--- src/rtl/rhh_pkg.sv ---
package rhh_pkg;

  localparam int KEY_W   = 32;
  localparam int VAL_W   = 32;
  localparam int HASH_W  = 32;
  localparam int CNT_W   = 11;
  localparam int TB_W    = 4;
  localparam int PADDR_W = 3;
  localparam int PDATA_W = 32;

  localparam logic [TB_W-1:0] TB_RESET = 4'd10;

  // Register index of table_bits (paddr[2])
  localparam logic REG_TABLE_BITS = 1'b0;

  typedef enum logic [1:0] {
    OP_PUT  = 2'd0,
    OP_FIND = 2'd1,
    OP_DEL  = 2'd2,
    OP_NOP  = 2'd3
  } op_e;

  typedef enum logic [1:0] {
    STAT_OK   = 2'd0,
    STAT_HIT  = 2'd1,
    STAT_MISS = 2'd2,
    STAT_FULL = 2'd3
  } stat_e;

  typedef enum logic [2:0] {
    S_CLEAR,
    S_IDLE,
    S_READ,
    S_EVAL,
    S_DONE
  } fsm_e;

  typedef enum logic [1:0] {
    PH_PROBE,
    PH_INSERT,
    PH_SHIFT
  } phase_e;

  typedef struct packed {
    logic [1:0]        opcode;
    logic [KEY_W-1:0]  item_key;
    logic [VAL_W-1:0]  item_value;
    logic [HASH_W-1:0] hash_code;
  } req_t;

  typedef struct packed {
    logic [1:0]       status;
    logic [VAL_W-1:0] found_value;
    logic [CNT_W-1:0] entry_count;
  } rsp_t;

endpackage

--- src/rtl/rhh_apb.sv ---
module rhh_apb (
  input  logic                         clk_i,
  input  logic                         rst_ni,
  input  logic                         psel,
  input  logic                         penable,
  input  logic                         pwrite,
  input  logic [rhh_pkg::PADDR_W-1:0]  paddr,
  input  logic [rhh_pkg::PDATA_W-1:0]  pwdata,
  output logic [rhh_pkg::PDATA_W-1:0]  prdata,
  output logic                         pready,
  output logic [rhh_pkg::TB_W-1:0]     table_bits_o,
  output logic                         clear_o
);
  import rhh_pkg::*;

  logic [TB_W-1:0] tb_q, tb_d;
  logic            wr_hit;

  assign wr_hit = psel && penable && pwrite && (paddr[2] == REG_TABLE_BITS);

  // Capture table_bits on a write request
  always_comb begin
    tb_d = tb_q;
    if (wr_hit) begin
      tb_d = pwdata[TB_W-1:0];
    end
  end

  always_ff @(posedge clk_i or negedge rst_ni) begin
    if (!rst_ni) begin
      tb_q <= TB_RESET;
    end else begin
      tb_q <= tb_d;
    end
  end

  // Read back; empty address above the register
  always_comb begin
    prdata = '0;
    if (paddr[2] == REG_TABLE_BITS) begin
      prdata = PDATA_W'(tb_q);
    end
  end

  assign pready       = 1'b1;
  assign table_bits_o = tb_q;
  assign clear_o      = wr_hit;

endmodule

--- config.mk ---
export PLATFORM = sky130hd
export DESIGN_NAME = rhh_apb
export DESIGN_NICKNAME = d
export VERILOG_FILES = /design/src/rtl/rhh_pkg.sv /design/src/rtl/rhh_apb.sv
export SDC_FILE = /design/constraint.sdc
export NUM_CORES = 1
export LEC_CHECK = 0
export BUFFER_PORTS_ARGS = -buffer_cell sky130_fd_sc_hd__buf_2
export CAP_MARGIN = 0
export CELL_PAD_IN_SITES_DETAIL_PLACEMENT = 0
export CELL_PAD_IN_SITES_GLOBAL_PLACEMENT = 1
export CORE_MARGIN = 10
export CORE_UTILIZATION = 15
export DETAILED_ROUTE_END_ITERATION = 8
export PLACE_DENSITY_LB_ADDON = 0.1
export SETUP_SLACK_MARGIN = 0.4
export SLEW_MARGIN = 20
export SYNTH_ARGS = -nofsm -noshare
export SYNTH_HDL_FRONTEND = slang
export SYNTH_SLANG_ARGS = --single-unit
--- constraint.sdc ---
create_clock -name clk_i -period 0.8 [get_ports clk_i]
set_clock_uncertainty 0.05 [all_clocks]
set_input_delay 0.04 -clock clk_i [delete_from_list [all_inputs] [get_ports clk_i]]
set_output_delay 0.04 -clock clk_i [all_outputs]
set_load 0.05 [all_outputs]
### Yosys cells after proc, flatten, opt, wreduce, memory -nomap -nowiden

Cells that the tools add are included.

| storage, ports and cells | value |
|---|---|
| register bits | 4 |
| bits of input ports | 40 |
| output and inout port bits | 38 |
| word-level logic and storage cells | 6 |

| operators by class | value |
|---|---|
| muxes and demuxes | 1 |
| bitwise logic cells | 1 |
| reductions and logical operators | 3 |

Operator list:

| kind | number |
|---|---|
| 2-to-1 mux 4 bit | 1 |
| logical AND 1 bit | 3 |
| NOT 1 bit | 1 |

### Depth between registers and ports, before layout

| logic depth | value |
|---|---|
| depth in word-level cells | 3 |
| gate-level depth with buffers | 2 |
| mapped depth without buffers | 2 |

### Worst setup path after synthesis

OpenSTA, ideal clock, no wires.

| timing path | value |
|---|---|
| path kind | reg2out |
| start point | reg tb_q[1] (netlist: table_bits_o[1]) |
| end point | out prdata[1] (netlist bit) |
| arrival time | 1.022 ns |
| data required time | 0.710 ns |
| setup slack | -0.312 ns |
| cell stages (with the launch flop) | 2 |
| buffers on the path | 0 |
| path through | dfstp_2 -> and2b_2 |

| on the way | value |
|---|---|
| word-level cells in the longest chain between the ends | 1 |

RTL lines:

| item | line | source |
|---|---|---|
| start, declared | rhh_apb.sv:16 | `logic [TB_W-1:0] tb_q, tb_d;` |
| start signal, assigned | rhh_apb.sv:33 | `tb_q <= tb_d;` |
| 2-to-1 mux 4 bit | rhh_apb.sv:40 | `if (paddr[2] == REG_TABLE_BITS) begin` |
| end, declared | rhh_apb.sv:9 | `output logic [rhh_pkg::PDATA_W-1:0] prdata,` |

Every way passes these cells.

### Worst setup path in the final report

Ends and elaborated chain as after synthesis.

==> results.py <==
metrics = {
    "global_routing": {
        "gr-usage-all-layers_pct": 4.22,
        "grt_max_degree": 6,
        "use_met1_pct": 4.49,
        "busiest_layer": "met2",
        "grt_pass1_vias": 343,
        "grt_overflow_total": 0,
        "antenna_found_initial": 0,
        "grt_pass1_wl_mm": 1.68,
        "grt_use_met2_pct": 5.40,
        "use_met3_pct": 4.17,
    },
    "run": {
        "maxCapViolCount": 0,
    },
    "timing": {
        "slew_viol_final": 0,
        "fmax_ghz": 0.880,
        "setup_ws_ns": -0.337,
        "layout_worst_path_cycle_share_pct": 142,
        "finalHoldWorstSlack_ns": -0.441,
        "hold_violations": 7,
        "grt_setup_unrepaired": "yes",
        "setup_viol": 12,
        "finalCriticalPeriod_ns": 1.14,
    },
    "drt": {
        "firstDrtPassIters": 1,
        "wl_mm": 1.20,
        "drtIter0Drc": 0,
        "vias": 297,
        "ant_nets": 0,
        "viasPerCell": 2.88,
        "drc": 0,
        "wl_per_cell_um": 11.6,
    },
    "yosys": {
        "yosys.area.top_type": "buf_4",
        "ys_ff_latch": 4,
        "ys_top_cells_by_area": "buf_4 50%, dfstp_2 12%, dfrtp_1 11%",
        "syn_area_um2": 435,
        "ys_seq_area_share_pct": 23.6,
        "synth_enable_flop_cells": 0,
        "synth_top_flop_cell": "dfstp_2",
        "syn_inst": 45,
        "synth_common_cells": "29 x buf_4, 4 x and2b_2, 4 x mux2_2",
        "synth_area_per_cell_um2": 9.68,
        "synth_warnings": 0,
        "yosysTopAreaCellShare_pct": 50.0,
        "postSynth.asyncResetShare_pct": 100,
        "yosysMostFrequentCell": "buf_4",
        "yosysUniqueCellTypes": 8,
    },
    "floorplanning": {
        "core_area_um2": 2760,
        "rows": 19,
        "start_util_pct": 15.8,
        "die_x_um": 73.9,
        "chipHeight_um": 73.9,
        "io_pins": 78,
        "die_area_um2": 5460,
    },
    "cts": {
        "clk_pin_slew_worst_paths_ns": 0.04,
        "cts_buffers": 3,
        "clk_path_buf_depth": 2,
        "htree_levels": 1,
        "clock_sinks": 4,
        "root_buffer": "clkbuf_4",
        "cts_tree": "built",
        "clock_latency_ns": 0.23,
    },
    "power_and_ir_drop": {
        "max-vdd-ir-drop_uv": 806,
        "power.density_nw_per_um2": 2490,
        "internal_power_w": 0.000847,
        "p_leak_nw": 0.362,
        "seq_power_share_pct": 18.6,
        "power.switching_w": 0.000802,
        "p_sw_share_pct": 48.6,
        "clkPwrFrac_pct": 14.9,
        "pwr-share-comb_pct": 66.5,
    },
    "setup_path": {
        "startpoint_type": "flop",
        "required_ns": 0.71,
        "cp.arrival_ns": 1.05,
        "cpMaxStageDelayCell": "dfstp_2",
        "crit_chain": "and2b_4 -> buf_8",
        "endpoint_kind": "output pin",
        "cp_max_fo": 2,
        "critical_path_buf_inv_count": 1,
        "critical_path_class": "flop to output pin",
        "critical-path-max-stage-delay_ns": 0.52,
        "path_delay_family": "flip-flops",
    },
    "final_layout": {
        "final_core_util_pct": 24.0,
        "largest_reg_flops": 4,
        "nets": 114,
        "diodes": 0,
        "final_cells": 103,
        "n_fill_cell": 305,
        "drive_gt1_share_pct": 59.7,
        "area_growth_pct": 52.0,
    },
    "outcome": {
        "status": "complete, but fails checks",
        "violations": "negative hold slack, negative setup slack",
    },
    "place": {
        "port_buffers": 18,
        "dp_hpwl_mm": 1.02,
        "dp_cells": 94,
        "gp_congestion": 0.606,
        "dp_slack_ns": -0.195,
    },
    "hold_path": {
        "hold_path_class": "input pin to async pin",
    },
}
what timing repair did:
action / 4_1_cts / 5_1_grt
hold endpoints to repair: 8 / 6
buffers inserted: 5 / 1
resized for setup: 24 / 4
endpoints found under the setup margin: 13 / 13
worst reg2reg max path, delay by kind of cell (launching register included):
kind / cells / cell delay, ns
DFF: 1 / 0.42
muxes: 1 / 0.24
buffers and inverters: 1 / 0.12
power groups by stage:
stage	sequential (W)	combinational (W)	clock [W]
floorplan	0.000466	0.000615	0
global placement	0.000299	0.000857	0
detailed placement	0.000303	0.000849	0
CTS	0.000304	0.00104	0.000265
global route	0.000316	0.00114	0.000279
finish	0.000307	0.00110	0.000246
path summary, 6_finish.rpt:
check | start | slack (ns) | to | depth (start not counted)
max reg2reg | table_bits_o[0] | -0.14 | table_bits_o[0] | 2
min | rst_ni | -0.44 | table_bits_o[0] | 1
min reg2reg | table_bits_o[2] | 0.50 | table_bits_o[2] | 1
min in group clk_i | pwdata[1] | -0.01 | table_bits_o[1] | 2
max | table_bits_o[1] | -0.34 | prdata[1] | 2
max in group asynchronous | rst_ni | 0.93 | table_bits_o[3] | 1
routing by layer:
metal | up-vias | share of wire (%)
met5 | - | 0
met4 | 0 | 0
met3 | 0 | 24
met2 | 33 | 39
met1 | 128 | 37
li1 | 136 | -
through the flow:
| stage | cell area (um2) | total power [W] | setup TNS, ns |
|---|---|---|---|
| after detailed placement | 497 | 0.00115 | -1.03 |
| after global routing | 662 | 0.00174 | -2.82 |
| after floorplan | 556 | 0.00108 | -1.40 |
| final | 662 | 0.00165 | -2.44 |
| after CTS | 639 | 0.00161 | -2.45 |
| after global placement | 497 | 0.00116 | -1.01 |
cells by family (layout without fill, tap and decap cells):
logic type	count (synthesis)	after routing	share of synthesized area [%]
flops	4	4	23.6
other cells	2	29	1.72
mux	4	4	10.3
buf+inv	30	30	50.9
simple gates	5	5	13.5
cell type report:
| type | instances | area, um2 | share of cell area [%] |
|---|---|---|---|
| Clock buffer | 3 | 22.5 | 3.40 |
| Multi-Input combinational cell | 38 | 229 | 34.6 |
| Inverter | 1 | 7.51 | 1.13 |
| Tap cell | 31 | 38.8 | 5.86 |
| Sequential cell | 4 | 105 | 15.9 |
| Timing Repair Buffer | 26 | 259 | 39.1 |
cells in the final DEF (no fill, tap or decap):
cell type,n
buf_6,7
conb_1,29
mux2_2,1
buf_4,4
clkinvlp_4,1
mux2_4,3
buf_2,8
dfrtp_2,2
buf_12,1
and2b_4,4
dfstp_2,2
clkbuf_4,3
nand4b_4,1
buf_8,6
Note: power is estimated with default switching activity, not from simulation.
